<file path="src/hw/rtl/yipw_pkg.sv">
// shared constants for the interleaved-to-planar yuv420 writer
// no dependencies
package yipw_pkg;

    localparam int MAX_DIM_DEF = 1024;

    localparam int CFG_DATA_W  = 11;
    localparam int CFG_IDX_W   = 3;
    localparam int ADDR_W      = 21;
    localparam int WORD_W      = 16;
    localparam int PLANE_W     = 2;
    localparam int OFFSET_W    = 10;

    // register indexes
    localparam logic [CFG_IDX_W-1:0] REG_VIEW_WIDTH   = 3'd0;
    localparam logic [CFG_IDX_W-1:0] REG_VIEW_HEIGHT  = 3'd1;
    localparam logic [CFG_IDX_W-1:0] REG_OFFSET_X     = 3'd2;
    localparam logic [CFG_IDX_W-1:0] REG_OFFSET_Y     = 3'd3;
    localparam logic [CFG_IDX_W-1:0] REG_IMAGE_WIDTH  = 3'd4;
    localparam logic [CFG_IDX_W-1:0] REG_IMAGE_HEIGHT = 3'd5;

    // register reset values
    localparam logic [CFG_DATA_W-1:0] VIEW_WIDTH_RST   = 11'd640;
    localparam logic [CFG_DATA_W-1:0] VIEW_HEIGHT_RST  = 11'd480;
    localparam logic [OFFSET_W-1:0]   OFFSET_X_RST     = 10'd0;
    localparam logic [OFFSET_W-1:0]   OFFSET_Y_RST     = 10'd0;
    localparam logic [CFG_DATA_W-1:0] IMAGE_WIDTH_RST  = 11'd640;
    localparam logic [CFG_DATA_W-1:0] IMAGE_HEIGHT_RST = 11'd480;

    // plane codes
    localparam logic [PLANE_W-1:0] PLANE_Y = 2'd0;
    localparam logic [PLANE_W-1:0] PLANE_U = 2'd1;
    localparam logic [PLANE_W-1:0] PLANE_V = 2'd2;

    // word phase within a four-pixel group
    localparam logic [1:0] PHASE_LUMA0  = 2'd0;
    localparam logic [1:0] PHASE_LUMA1  = 2'd1;
    localparam logic [1:0] PHASE_CHROMA = 2'd2;

    // cycles of input stall after reset or a register write
    localparam logic [1:0] SETTLE_CYCLES = 2'd3;

endpackage

</file>
<file path="src/hw/rtl/yuv_interleaved_to_planar_writer_top.sv">
// top level of the interleaved-to-planar yuv420 writer
// depends on yipw_pkg
//
//   channel  signals                                         direction
//   in       in_valid, in_ready, source_word                 upstream -> block
//   out      out_valid, out_ready, write_address, write_data,
//            plane, last_of_frame                            block -> downstream
//   cfg      cfg_write, cfg_index, cfg_data                  host -> block
//
// one item per cycle while in_ready is high; its write is registered on acceptance
// the per-item path is the pointer add and the column/line compares into that register
// after reset or any register write in_ready stays low while two
// registered multipliers rebuild the plane start addresses and line steps
// with the output register full, in_ready follows out_ready
module yuv_interleaved_to_planar_writer_top #(
    parameter int MAX_DIM = yipw_pkg::MAX_DIM_DEF
) (
    input  logic                              clk,
    input  logic                              rst_n,
    input  logic                              cfg_write,
    input  logic [yipw_pkg::CFG_IDX_W-1:0]    cfg_index,
    input  logic [yipw_pkg::CFG_DATA_W-1:0]   cfg_data,
    input  logic                              in_valid,
    output logic                              in_ready,
    input  logic [yipw_pkg::WORD_W-1:0]       source_word,
    output logic                              out_valid,
    input  logic                              out_ready,
    output logic [yipw_pkg::ADDR_W-1:0]       write_address,
    output logic [yipw_pkg::WORD_W-1:0]       write_data,
    output logic [yipw_pkg::PLANE_W-1:0]      plane,
    output logic                              last_of_frame
);

    localparam int CFG_W  = yipw_pkg::CFG_DATA_W;
    localparam int OFS_W  = yipw_pkg::OFFSET_W;
    localparam int ADDR_W = yipw_pkg::ADDR_W;
    localparam int WORD_W = yipw_pkg::WORD_W;
    localparam int AREA_W = 2 * CFG_W;
    localparam int LINE_W = $clog2(MAX_DIM + 1);
    localparam int GRP_W  = $clog2(MAX_DIM / 4 + 1);
    localparam int CMP_W  = (LINE_W > CFG_W) ? LINE_W : CFG_W;
    localparam int MAX_W  = (MAX_DIM / 4) * 4;

    // configuration registers
    logic [CFG_W-1:0] view_width_reg, view_height_reg, image_width_reg, image_height_reg;
    logic [OFS_W-1:0] offset_x_reg, offset_y_reg;
    logic [1:0]       settle_reg, settle_next;

    // derived geometry, first stage
    logic [AREA_W-1:0] area_reg;
    logic [ADDR_W-1:0] pitch_off_reg;
    logic [CMP_W-1:0]  eff_w_reg, eff_w_next, w_mask;
    logic [LINE_W-1:0] eff_h_reg, eff_h_next;
    logic [CMP_W-1:0]  h_ext;

    // derived geometry, second stage
    logic [ADDR_W-1:0] y_start_reg, u_start_reg, v_start_reg;
    logic [ADDR_W-1:0] ystep_reg, cstep2_reg;
    logic [GRP_W-1:0]  groups_reg;
    logic [ADDR_W-1:0] coff;
    logic signed [CMP_W:0] diff, diff_adj, ystep_s, cstep_s;

    // walk state
    logic [1:0]        word_phase_reg, word_phase_next;
    logic [GRP_W-1:0]  column_count_reg, column_count_next, column_inc;
    logic [LINE_W-1:0] line_count_reg, line_count_next, line_inc;
    logic [ADDR_W-1:0] luma_pointer_reg, luma_pointer_next;
    logic [ADDR_W-1:0] blue_pointer_reg, blue_pointer_next;
    logic [ADDR_W-1:0] red_pointer_reg, red_pointer_next;

    // output register
    logic                          out_valid_reg, out_valid_next;
    logic [ADDR_W-1:0]             write_address_reg, addr_sel;
    logic [WORD_W-1:0]             write_data_reg;
    logic [yipw_pkg::PLANE_W-1:0]  plane_reg, plane_sel;
    logic                          last_reg;

    logic accept, is_chroma, odd_line, end_of_line, end_of_frame, reload;
    logic [ADDR_W-1:0] chroma_ptr, chroma_ptr_adv;

    // ---------------- configuration ----------------
    always_ff @(posedge clk or negedge rst_n)
    begin
        if (!rst_n)
        begin
            view_width_reg   <= yipw_pkg::VIEW_WIDTH_RST;
            view_height_reg  <= yipw_pkg::VIEW_HEIGHT_RST;
            offset_x_reg     <= yipw_pkg::OFFSET_X_RST;
            offset_y_reg     <= yipw_pkg::OFFSET_Y_RST;
            image_width_reg  <= yipw_pkg::IMAGE_WIDTH_RST;
            image_height_reg <= yipw_pkg::IMAGE_HEIGHT_RST;
            settle_reg       <= yipw_pkg::SETTLE_CYCLES;
        end
        else
        begin
            settle_reg <= settle_next;
            if (cfg_write)
            begin
                case (cfg_index)
                    yipw_pkg::REG_VIEW_WIDTH:   view_width_reg   <= cfg_data;
                    yipw_pkg::REG_VIEW_HEIGHT:  view_height_reg  <= cfg_data;
                    yipw_pkg::REG_OFFSET_X:     offset_x_reg     <= cfg_data[OFS_W-1:0];
                    yipw_pkg::REG_OFFSET_Y:     offset_y_reg     <= cfg_data[OFS_W-1:0];
                    yipw_pkg::REG_IMAGE_WIDTH:  image_width_reg  <= cfg_data;
                    yipw_pkg::REG_IMAGE_HEIGHT: image_height_reg <= cfg_data;
                    default: ;
                endcase
            end
        end
    end

    always_comb
    begin
        settle_next = (settle_reg != 2'd0) ? settle_reg - 2'd1 : settle_reg;
        if (cfg_write)
        begin
            case (cfg_index)
                yipw_pkg::REG_VIEW_WIDTH,
                yipw_pkg::REG_VIEW_HEIGHT,
                yipw_pkg::REG_OFFSET_X,
                yipw_pkg::REG_OFFSET_Y,
                yipw_pkg::REG_IMAGE_WIDTH,
                yipw_pkg::REG_IMAGE_HEIGHT: settle_next = yipw_pkg::SETTLE_CYCLES;
                default: ;
            endcase
        end
    end

    // ---------------- geometry, stage one ----------------
    always_comb
    begin
        // width rounded down to four pixels, clamped to [4, MAX_W]
        w_mask = CMP_W'({image_width_reg[CFG_W-1:2], 2'b00});
        if (w_mask < CMP_W'(4))
            eff_w_next = CMP_W'(4);
        else if (w_mask > CMP_W'(MAX_W))
            eff_w_next = CMP_W'(MAX_W);
        else
            eff_w_next = w_mask;

        h_ext = CMP_W'(image_height_reg);
        if (h_ext == '0)
            eff_h_next = LINE_W'(1);
        else if (h_ext > CMP_W'(MAX_DIM))
            eff_h_next = LINE_W'(MAX_DIM);
        else
            eff_h_next = LINE_W'(h_ext);
    end

    always_ff @(posedge clk)
    begin
        area_reg      <= AREA_W'(view_width_reg) * AREA_W'(view_height_reg);
        pitch_off_reg <= ADDR_W'(view_width_reg) * ADDR_W'(offset_y_reg);
        eff_w_reg     <= eff_w_next;
        eff_h_reg     <= eff_h_next;
    end

    // ---------------- geometry, stage two ----------------
    always_comb
    begin
        coff = (pitch_off_reg >> 2) + ADDR_W'(offset_x_reg >> 1);
        diff = $signed({1'b0, CMP_W'(view_width_reg)}) - $signed({1'b0, eff_w_reg});
        // halve toward zero
        diff_adj = diff + $signed({{CMP_W{1'b0}}, diff[CMP_W]});
        ystep_s  = (diff_adj >>> 1) <<< 1;
        cstep_s  = (diff_adj >>> 2) <<< 1;
    end

    always_ff @(posedge clk)
    begin
        y_start_reg <= pitch_off_reg + ADDR_W'(offset_x_reg);
        u_start_reg <= ADDR_W'(area_reg) + coff;
        v_start_reg <= ADDR_W'(area_reg) + ADDR_W'(area_reg >> 2) + coff;
        groups_reg  <= GRP_W'(eff_w_reg >> 2);
        ystep_reg   <= ADDR_W'(ystep_s);
        cstep2_reg  <= ADDR_W'(cstep_s) + ADDR_W'(2);
    end

    // ---------------- per-item walk ----------------
    assign in_ready = (settle_reg == 2'd0) && (!out_valid_reg || out_ready);
    assign accept   = in_valid && in_ready;
    assign reload   = (settle_reg == 2'd1);

    always_comb
    begin
        is_chroma    = (word_phase_reg == yipw_pkg::PHASE_CHROMA);
        odd_line     = line_count_reg[0];
        column_inc   = column_count_reg + GRP_W'(1);
        line_inc     = line_count_reg + LINE_W'(1);
        end_of_line  = is_chroma && (column_inc >= groups_reg);
        end_of_frame = end_of_line && (line_inc >= eff_h_reg);

        chroma_ptr     = odd_line ? red_pointer_reg : blue_pointer_reg;
        chroma_ptr_adv = chroma_ptr + (end_of_line ? cstep2_reg : ADDR_W'(2));

        if (is_chroma)
        begin
            addr_sel  = chroma_ptr;
            plane_sel = odd_line ? yipw_pkg::PLANE_V : yipw_pkg::PLANE_U;
        end
        else
        begin
            addr_sel  = luma_pointer_reg;
            plane_sel = yipw_pkg::PLANE_Y;
        end

        word_phase_next   = word_phase_reg;
        column_count_next = column_count_reg;
        line_count_next   = line_count_reg;
        luma_pointer_next = luma_pointer_reg;
        blue_pointer_next = blue_pointer_reg;
        red_pointer_next  = red_pointer_reg;

        if (reload || (accept && end_of_frame))
        begin
            word_phase_next   = yipw_pkg::PHASE_LUMA0;
            column_count_next = '0;
            line_count_next   = '0;
            luma_pointer_next = y_start_reg;
            blue_pointer_next = u_start_reg;
            red_pointer_next  = v_start_reg;
        end
        else if (accept)
        begin
            if (!is_chroma)
            begin
                word_phase_next   = word_phase_reg + 2'd1;
                luma_pointer_next = luma_pointer_reg + ADDR_W'(2);
            end
            else
            begin
                word_phase_next = yipw_pkg::PHASE_LUMA0;
                if (odd_line)
                    red_pointer_next = chroma_ptr_adv;
                else
                    blue_pointer_next = chroma_ptr_adv;
                if (end_of_line)
                begin
                    column_count_next = '0;
                    line_count_next   = line_inc;
                    luma_pointer_next = luma_pointer_reg + ystep_reg;
                end
                else
                begin
                    column_count_next = column_inc;
                end
            end
        end

        out_valid_next = accept || (out_valid_reg && !out_ready);
    end

    always_ff @(posedge clk or negedge rst_n)
    begin
        if (!rst_n)
        begin
            word_phase_reg   <= yipw_pkg::PHASE_LUMA0;
            column_count_reg <= '0;
            line_count_reg   <= '0;
            luma_pointer_reg <= '0;
            blue_pointer_reg <= '0;
            red_pointer_reg  <= '0;
            out_valid_reg    <= 1'b0;
        end
        else
        begin
            word_phase_reg   <= word_phase_next;
            column_count_reg <= column_count_next;
            line_count_reg   <= line_count_next;
            luma_pointer_reg <= luma_pointer_next;
            blue_pointer_reg <= blue_pointer_next;
            red_pointer_reg  <= red_pointer_next;
            out_valid_reg    <= out_valid_next;
        end
    end

    always_ff @(posedge clk)
    begin
        if (accept)
        begin
            write_address_reg <= addr_sel;
            write_data_reg    <= source_word;
            plane_reg         <= plane_sel;
            last_reg          <= end_of_frame;
        end
    end

    assign out_valid     = out_valid_reg;
    assign write_address = write_address_reg;
    assign write_data    = write_data_reg;
    assign plane         = plane_reg;
    assign last_of_frame = last_reg;

endmodule

</file>
<file path="config.mk">
export PLATFORM = sky130hd
export DESIGN_NAME = yuv_interleaved_to_planar_writer_top
export DESIGN_NICKNAME = d
export VERILOG_FILES = /design/src/hw/rtl/yipw_pkg.sv /design/src/hw/rtl/yuv_interleaved_to_planar_writer_top.sv
export SDC_FILE = /design/constraint.sdc
export NUM_CORES = 1
export LEC_CHECK = 0
export BUFFER_PORTS_ARGS = -buffer_cell sky130_fd_sc_hd__buf_4
export CAP_MARGIN = 0
export CORE_MARGIN = 2
export CORE_UTILIZATION = 62
export DETAILED_ROUTE_END_ITERATION = 10
export PLACE_DENSITY = 0.83
export SETUP_SLACK_MARGIN = 0.5
export SLEW_MARGIN = 30
export SYNTH_ARGS = -nofsm -noshare
export SYNTH_HDL_FRONTEND = slang
export SYNTH_SLANG_ARGS = --single-unit
</file>
<file path="constraint.sdc">
create_clock -name clk -period 7.8 [get_ports clk]
set_clock_uncertainty 0.1 [all_clocks]
set_input_delay 1.17 -clock clk [delete_from_list [all_inputs] [get_ports clk]]
set_output_delay 1.17 -clock clk [all_outputs]
set_load 0.01 [all_outputs]
</file>
==> impl_metrics.yaml, run 1 <==
clocking:
  postCtsHoldBufs: 0
  clk-insertion-delay-late_ns: 0.56
  clk_pin_slew_ns: 0.06
  cts_root_buf: "clkbuf_16"
  clkSinkCount: 347
  h-tree-depth: 2
  cts_max_path_buffers: 3
  cts-resized-gates: 0
  post_cts_buffers: 0
  cts_tree: "built"
  cts_inserted_buffers: 37
yosys:
  synth_seq_cells: 347
  synth_fp_nets: 3192
  syn_area_per_cell_sq_um: 9.378
  synthFlopType: "dfxtp_1"
  synthArstFlopShare: 0.4323
  synth-seq-area-share: 0.3157
  synth_area_sq_mm: 0.02571
  synth_fa_ha_area_frac: 0.2542
  synthesis.instances: 2741
  yosys.area_share.simple: 0.1526
  synth-edff-count: 40
  synth_compound_area_frac: 0.1111
  synth-xor-area-share: 0.06225
  synth_top_family_by_area: "adder cells"
  yosys_warnings: 0
  synth_mux_area_frac: 0.03879
  ys_types: 88
die:
  start_util: 0.6281
  num_rows: 74
  fp.dieH_um: 207.6
  coreArea_sq_mm: 0.04092
  die_area_sq_mm: 0.04311
  die_x_um: 207.6
  io_pins: 77
sta:
  slew_viol_final: 0
  setup_viol: 0
  slew_headroom: 0.3312
  tns_ns: 0
  max_freq_mhz: 167.1
  timing.hold.ws_ns: 0.2541
  fin_crit_sh: 0.7675
  layout_min_cycle_time_ns: 5.986
  worst_slew_pin_slew_ns: 1.003
  rsz0062_at_grt: "false"
  hold_viol_final: 0
drt:
  num_vias: 19580
  wirelength_mm: 62.37
  top_layer: "met4"
  drtIter0Drc: 1419
  drt_first_pass_iters: 6
  wl_met2_mm: 30.10
  met1_length_mm: 25.24
  vias_per_cell: 5.874
  drc_errors: 0
  dr_wl_met3_mm: 4.473
  wl_per_cell_um: 18.71
  final_antenna_net_count: 0
final_layout:
  post-route-util: 0.6862
  largest_reg_flops: 22
  fin_nets: 3225
  multi_input_area_sq_mm: 0.01596
  fillers: 3056
  fin_cells: 3334
  synthToLayoutAreaGrowth_pct: 9.238
  diodes: 0
  regArea_sq_mm: 0.008115
  final_cell_mix: "351 x nand2_1, 342 x inv_1, 239 x ha_1, 177 x fa_1, 157 x dfxtp_1"
  drive_gt1_frac: 0.1003
  final_common_cell: "nand2_1"
min_path:
  hp-start: "eff_w_reg[10]"
  worstHoldPathCells: 0
  min_path_type: "reg -> reg"
  holdPathEnd: "groups_reg[8]"
placement:
  place_inst: 3267
  gp_congestion: 0.9422
  port_buffers: 76
  dp_hpwl_mm: 47.11
setup_path:
  critical_path.endpoint_type: "flip-flop"
  rrSetupSlack_ns: 1.81
  required_ns: 8.13
  path_class: "reg -> reg"
  arrival_ns: 6.31
  rr_worst_depth: 20
  reg2reg_to: "pitch_off_reg[20]"
  r2r_start: "view_width_reg[5]"
  startpoint_type: "flip-flop"
  worst-path-max-fanout: 23
global_route:
  grt.total_usage: 0.2906
  grt_overflow: 0
  grt_max_degree: 78
  grt_pass1_vias: 20050
  antenna_found_initial: 2
  grt_pass1_wl_mm: 101.4
run_status:
  status: "finished, final reports clean"
run:
  maxCapViolations: 0
[cells in the mapped netlist (26+ instances only)]
master      n  area share
a21o_1     37       0.011
xnor2_1   134       0.046
fa_1      177        0.14
inv_1     343       0.050
ha_1      239        0.12
nor3_1     38      0.0074
mux2_2     74       0.032
a21oi_1   106       0.021
and3_1     32      0.0078
a31oi_1    26      0.0063
clkbuf_1   81       0.012
nand2_1   351       0.051
edfxtp_1   40       0.047
nor2b_1    37      0.0090
nor2_1    131       0.019
o21ai_0   110       0.021
and2_1    124       0.030
nand3_1    46      0.0090
dfxtp_1   157        0.12
xor2_1     45       0.015
dfrtp_1   136        0.13
[worst max-delay path by stage]
stage | depth (start not counted) | end | startpoint | slack, ns
after floorplan | 18 | pitch_off_reg[20] | view_width_reg[7] | 2.41
after global placement | 17 | pitch_off_reg[20] | view_width_reg[0] | 1.98
after detailed placement | 20 | pitch_off_reg[20] | view_width_reg[5] | 1.85
after CTS | 19 | pitch_off_reg[20] | view_width_reg[5] | 1.81
after global routing | 17 | pitch_off_reg[20] | view_width_reg[1] | 1.42
final | 20 | pitch_off_reg[20] | view_width_reg[5] | 1.81
[area by class of cell]
type | instances | area share
sequential | 347 | 0.2890
clock buffer | 55 | 0.04090
timing repair buffer | 92 | 0.02486
inverter | 344 | 0.04598
clock inverter | 12 | 0.007129
tap | 532 | 0.02370
multi-input combinational | 1952 | 0.5684
[worst max-delay path, stage by stage, from the launching register on]
cell and delay, ns:
dfrtp_1 0.91, nand2_1 0.18, fa_1 0.58, inv_1 0.05, fa_1 0.50, inv_1 0.05, fa_1 0.47, inv_1 0.05
fa_1 0.53, inv_1 0.05, fa_1 0.53, inv_1 0.05, ha_1 0.33, nand2_1 0.10, o21ai_0 0.20, o41ai_1 0.16
o211a_1 0.30, a2111o_1 0.39, a31oi_1 0.13, nor2_1 0.07, xnor2_1 0.12
[through the flow]
stage | worst slack (ns) | cell area (sq um)
after detailed placement | 1.847 | 26730
after global routing | 1.423 | 28080
final | 1.814 | 28080
after global placement | 1.975 | 26710
after CTS | 1.810 | 28080
after floorplan | 2.411 | 25710
[cell families after synthesis]
group	count (synthesis)
and+or+nand+nor	826
buffers and inverters	442
AOI/OAI and AO/OA	439
adders and majority gates	416
DFF	347
xor gates and xnor gates	181
muxes	90
[metal layers]
metal	global-route usage	vias to the layer above
met4	0.1245	0
met2	0.4870	743
met3	0.05280	157
li1	-	9095
met1	0.3711	9589
met5	0	-
Power of run 1 is not shown: default switching activity piles up to over one toggle a cycle in this logic, so the estimate is an artifact.
==> run 2: changes to the inputs <==
==> constraint.sdc (replaced) <==
create_clock -name clk -period 6.2 [get_ports clk]
set_clock_uncertainty 0.1 [all_clocks]
set_input_delay 0.93 -clock clk [delete_from_list [all_inputs] [get_ports clk]]
set_output_delay 0.93 -clock clk [all_outputs]
set_load 0.01 [all_outputs]
==> impl_metrics.yaml, run 2 (synthesis gave the netlist of run 1 again) <==
drt:
  drc_errors: 0
  final_antenna_net_count: 0
  wl_per_cell_um: 18.80
  num_vias: 19670
  wirelength_mm: 63.23
  vias_per_cell: 5.848
  drt_first_pass_iters: 5
  drtIter0Drc: 1549
global_route:
  grt_pass1_wl_mm: 101.9
  grt.total_usage: 0.2921
  antenna_found_initial: 1
  grt_pass1_vias: 20220
  grt_max_degree: 99
  grt_overflow: 0
sta:
  tns_ns: 0
  rsz0062_at_grt: "true"
  timing.hold.ws_ns: 0.2536
  worst_slew_pin_slew_ns: 0.9983
  hold_viol_final: 0
  slew_viol_final: 0
  slew_headroom: 0.3305
  layout_min_cycle_time_ns: 5.480
  fin_crit_sh: 0.8839
  max_freq_mhz: 182.5
  setup_viol: 0
final_layout:
  diodes: 0
  fin_cells: 3363
  largest_reg_flops: 22
  synthToLayoutAreaGrowth_pct: 9.930
  drive_gt1_frac: 0.1176
  fillers: 2988
  fin_nets: 3254
  final_cell_mix: "351 x nand2_1, 342 x inv_1, 239 x ha_1, 177 x fa_1, 157 x dfxtp_1"
  final_common_cell: "nand2_1"
  post-route-util: 0.6905
setup_path:
  required_ns: 6.54
  arrival_ns: 5.82
  critical_path.endpoint_type: "flip-flop"
  worst-path-max-fanout: 9
  path_class: "reg -> reg"
  startpoint_type: "flip-flop"
clocking:
  cts_root_buf: "clkbuf_16"
  clk_pin_slew_ns: 0.07
  h-tree-depth: 2
  postCtsHoldBufs: 0
  clkSinkCount: 347
  cts_inserted_buffers: 37
  cts_max_path_buffers: 3
  clk-insertion-delay-late_ns: 0.56
  cts_tree: "built"
die:
  fp.dieH_um: 207.6
  io_pins: 77
  num_rows: 74
  coreArea_sq_mm: 0.04092
  die_x_um: 207.6
  start_util: 0.6281
  die_area_sq_mm: 0.04311
placement:
  port_buffers: 76
  place_inst: 3285
  dp_hpwl_mm: 47.96
  gp_congestion: 0.9391
min_path:
  min_path_type: "reg -> reg"
run:
  maxCapViolations: 0
run_status:
  status: "finished, final reports clean"
run 2: worst paths after layout:
check / startpoint / to / slack (ns) / cells past startpoint
min: eff_w_reg[6] / groups_reg[4] / 0.25 / 0
min in group asynchronous: rst_n / word_phase_reg[1] / 0.36 / 1
max: view_width_reg[7] / pitch_off_reg[20] / 0.72 / 20
max reg2reg: view_width_reg[7] / pitch_off_reg[20] / 0.72 / 20
max in group asynchronous: rst_n / red_pointer_reg[18] / 4.41 / 2
min reg2reg: eff_w_reg[6] / groups_reg[4] / 0.25 / 0
run 2: repair_timing:
item | in CTS | in global routing
pin swaps | 0 | 2
setup buffers | 0 | 10
setup endpoints to repair | 2 | 19
gates resized for setup | 2 | 18
run 2: worst max-delay path, stage by stage (launching register included):
cell and delay (ns):
dfstp_4 0.71, nand2_1 0.09, fa_1 0.49, inv_1 0.05, fa_1 0.50, inv_1 0.05, fa_1 0.47, inv_1 0.05
fa_1 0.52, inv_1 0.05, fa_1 0.52, inv_1 0.04, ha_1 0.32, nand2_1 0.09, o21ai_0 0.17, o41ai_1 0.11
o211a_1 0.28, a2111o_1 0.39, a31oi_1 0.14, nor2_1 0.07, xnor2_1 0.12
run 2: metrics by stage:
stage / setup WS (ns) / instance area, sq um
floorplan: 0.8113 / 25710
global placement: 0.6414 / 26850
detailed placement: 0.3189 / 26860
CTS: 0.5418 / 28120
global route: 0.4347 / 28260
finish: 0.7197 / 28260
run 2: final cells by class:
cell class / count / area (sq um) / share of cell area
well taps: 532 / 665.6 / 0.02356
clock inverters: 20 / 162.7 / 0.005756
multi-input cells: 1952 / 15990 / 0.5659
inverters: 344 / 1291 / 0.04569
flip-flops and latches: 347 / 8137 / 0.2879
repair buffers: 121 / 920.9 / 0.03259
clock buffers: 47 / 1089 / 0.03852
run 2: routing by layer:
layer / share of wire / vias up / global-route usage
met3: 0.066 / 179 / 0.04236
li1: - / 9165 / -
met2: 0.48 / 739 / 0.4934
met5: 0 / - / 0
met4: 0.046 / 0 / 0.1382
met1: 0.41 / 9583 / 0.3714
Power of run 2 is left out for the same reason.
==> run 3: changes to the inputs <==
--- a/config.mk
+++ b/config.mk
@@ -5,6 +5,7 @@
 export SDC_FILE = /design/constraint.sdc
 export NUM_CORES = 1
 export LEC_CHECK = 0
+export ABC_AREA = 1
 export BUFFER_PORTS_ARGS = -buffer_cell sky130_fd_sc_hd__buf_4
 export CAP_MARGIN = 0
 export CORE_MARGIN = 2
==> impl_metrics.yaml, run 3 <==
yosys:
  synth_area_sq_mm: 0.02616
  yosys_warnings: 0
  synth_compound_area_frac: 0.1035
  synth_top_family_by_area: "adder cells"
  synth_common_cells: "708 x nand2_1, 597 x inv_1, 239 x ha_1"
  synthArstFlopShare: 0.4323
  yosysMostFrequentCell: "nand2_1"
  synth_top_area_share: 0.1355
  synth_mux_area_frac: 0
  ys_types: 62
  synth_area_leader_cell: "fa_1"
  synth-xor-area-share: 0.05740
  yosys.area_share.simple: 0.1748
  synthesis.instances: 3213
  synth-seq-area-share: 0.3102
  syn_area_per_cell_sq_um: 8.141
  synthFlopType: "dfxtp_1"
  synthTopCellsByArea: "fa_1 14%, dfrtp_1 13%, dfxtp_1 12%"
  synth_fa_ha_area_frac: 0.2498
  synth_seq_cells: 347
  synth-edff-count: 40
  synth_fp_nets: 3664
setup_path:
  arrival_ns: 5.76
  worst-path-max-fanout: 12
  crit_buf_inv: 3
  crit_top_cell: "fa_1"
  startpoint_type: "flip-flop"
  crit_path_top_delay_cell: "dfrtp_1"
  cp.depth: 20
  path_class: "reg -> reg"
  rr_worst_depth: 20
  path_delay_family: "adder cells"
  required_ns: 6.52
  critical_path.endpoint_type: "flip-flop"
  cp_slowest_stage_delay_ns: 0.67
  path_cells: "nand2_1, fa_1, inv_1, fa_1, fa_1, fa_1, inv_1, fa_1, inv_1, ha_1, nand2_1, nor2_1, o21ai_0, o211ai_1, a31oi_1, o21ai_1, nand3_1, nor2_1, nor2_1, xor2_1"
sta:
  hold_viol_final: 0
  max_freq_mhz: 184.0
  fin_crit_sh: 0.8767
  tns_ns: 0
  setup_viol: 0
  slew_viol_final: 0
  layout_min_cycle_time_ns: 5.436
  worst_slew_pin_slew_ns: 0.8269
  rsz0062_at_grt: "false"
  slew_headroom: 0.4488
drt:
  final_antenna_net_count: 0
  wirelength_mm: 65.41
  wl_per_cell_um: 17.09
  drt_first_pass_iters: 6
  vias_per_cell: 5.582
  num_vias: 21370
  drc_errors: 0
  drtIter0Drc: 1683
die:
  die_area_sq_mm: 0.04385
  coreArea_sq_mm: 0.04176
  num_rows: 75
  fp.dieH_um: 209.4
  io_pins: 77
  die_x_um: 209.4
  start_util: 0.6264
pwr:
  p_total_w: 0.01604
  peakVddDrop_mv: 0.3386
  pwr-share-clk: 0.145
  switching_power_w: 0.007754
  p_int_w: 0.008287
  power_density_mw_per_mm2: 563.2
  p_comb_frac: 0.612
  p_sw_frac: 0.4834
  pwr-share-seq: 0.243
  leakagePower_nw: 15.14
clocking:
  clkSinkCount: 347
  h-tree-depth: 2
  clk-insertion-delay-late_ns: 0.55
  cts_inserted_buffers: 38
  cts_max_path_buffers: 3
  clk_pin_slew_ns: 0.06
  cts_tree: "built"
  cts_root_buf: "clkbuf_16"
final_layout:
  final_common_cell: "nand2_1"
  fin_nets: 3710
  diodes: 0
  largest_reg_flops: 22
  synthToLayoutAreaGrowth_pct: 8.873
  final_cell_mix: "708 x nand2_1, 597 x inv_1, 239 x ha_1, 196 x a21oi_1, 187 x nor2_1"
  drive_gt1_frac: 0.07905
global_route:
  grt_pass1_wl_mm: 108.6
  grt_overflow: 0
  grt.total_usage: 0.3083
  grt_max_degree: 102
  antenna_found_initial: 0
  grt_pass1_vias: 22220
min_path:
  min_path_type: "reg -> reg"
  worstHoldPathCells: 0
run_status:
  status: "finished, final reports clean"
placement:
  gp_congestion: 0.9699
  port_buffers: 76
  dp_hpwl_mm: 50.86
run:
  maxCapViolations: 0
## run 3: worst reg2reg max path: stages (launching register included)
cell and delay (ns):
dfrtp_1 0.67, nand2_1 0.17, fa_1 0.56, inv_1 0.05
fa_1 0.49, fa_1 0.54, fa_1 0.53, inv_1 0.07
fa_1 0.50, inv_1 0.05, ha_1 0.35, nand2_1 0.10
nor2_1 0.18, o21ai_0 0.13, o211ai_1 0.12, a31oi_1 0.11
o21ai_1 0.20, nand3_1 0.11, nor2_1 0.10, nor2_1 0.05
xor2_1 0.14
## run 3: final timing paths
path,startpoint,to,slack [ns]
hold / removal,eff_w_reg[3],groups_reg[1],0.26
min in group asynchronous,rst_n,offset_y_reg[9],0.36
hold reg to reg,eff_w_reg[3],groups_reg[1],0.26
max in group asynchronous,rst_n,luma_pointer_reg[18],4.37
setup reg to reg,view_height_reg[2],area_reg[18],0.76
setup / recovery,view_height_reg[2],area_reg[18],0.76
## run 3: power by group through the flow
stage / registers (W) / clock network, W / logic [W]
2_1_floorplan: 0.00357 / 0 / 0.00741
3_3_place_gp: 0.00389 / 0 / 0.00927
3_5_place_dp: 0.00391 / 0 / 0.00960
4_1_cts: 0.00387 / 0.00235 / 0.00970
5_1_grt: 0.00397 / 0.00245 / 0.0111
6_report: 0.00390 / 0.00233 / 0.00982
## run 3: final cells by class
cell class,instances,area (sq um)
Clock buffer,59,1194
Clock inverter,11,108.9
Fill cell,3359,13280
Inverter,608,2285
Multi-Input combinational cell,2164,15320
Sequential cell,347,8133
Tap cell,539,674.4
Timing Repair Buffer,100,764.5
## run 3: logic make-up (layout without fill, tap and decap cells)
| logic type | count (synthesis) | count (layout) |
|---|---|---|
| and+or+nand+nor | 1085 | 1085 |
| buffers and inverters | 702 | 778 |
| AOI/OAI and AO/OA | 495 | 495 |
| adders and majority gates | 416 | 416 |
| DFF | 347 | 347 |
| xor gates and xnor gates | 168 | 168 |
## run 3: what timing repair did
item	CTS	global route
pin swaps	0	1
buffers inserted	0	5
hold buffers	0	0
resized for setup	1	17
endpoints found under the setup margin	3	8
## run 3: metrics by stage
step	std cells	utilization	hold slack [ns]	setup slack, ns	instance area (sq um)
6_report	3828	0.6820	0.2642	0.7643	28480
3_5_place_dp	3753	0.6492	0.2548	0.4225	27110
5_1_grt	3828	0.6820	0.2710	0.5051	28480
2_1_floorplan	3213	-	0.2308	0.8294	26160
3_3_place_gp	3753	0.6492	0.2532	0.6678	27110
4_1_cts	3823	0.6804	0.2627	0.5436	28410
## run 3: metal layers
metal | routed length, um | up-vias | GRT usage
li1 | - | 10150 | -
met1 | 26780 | 10230 | 0.3851
met2 | 30970 | 791 | 0.5328
met3 | 4431 | 201 | 0.03920
met4 | 3222 | 0 | 0.1478
met5 | 0 | - | 0
Power figures use the tool's default switching activity.
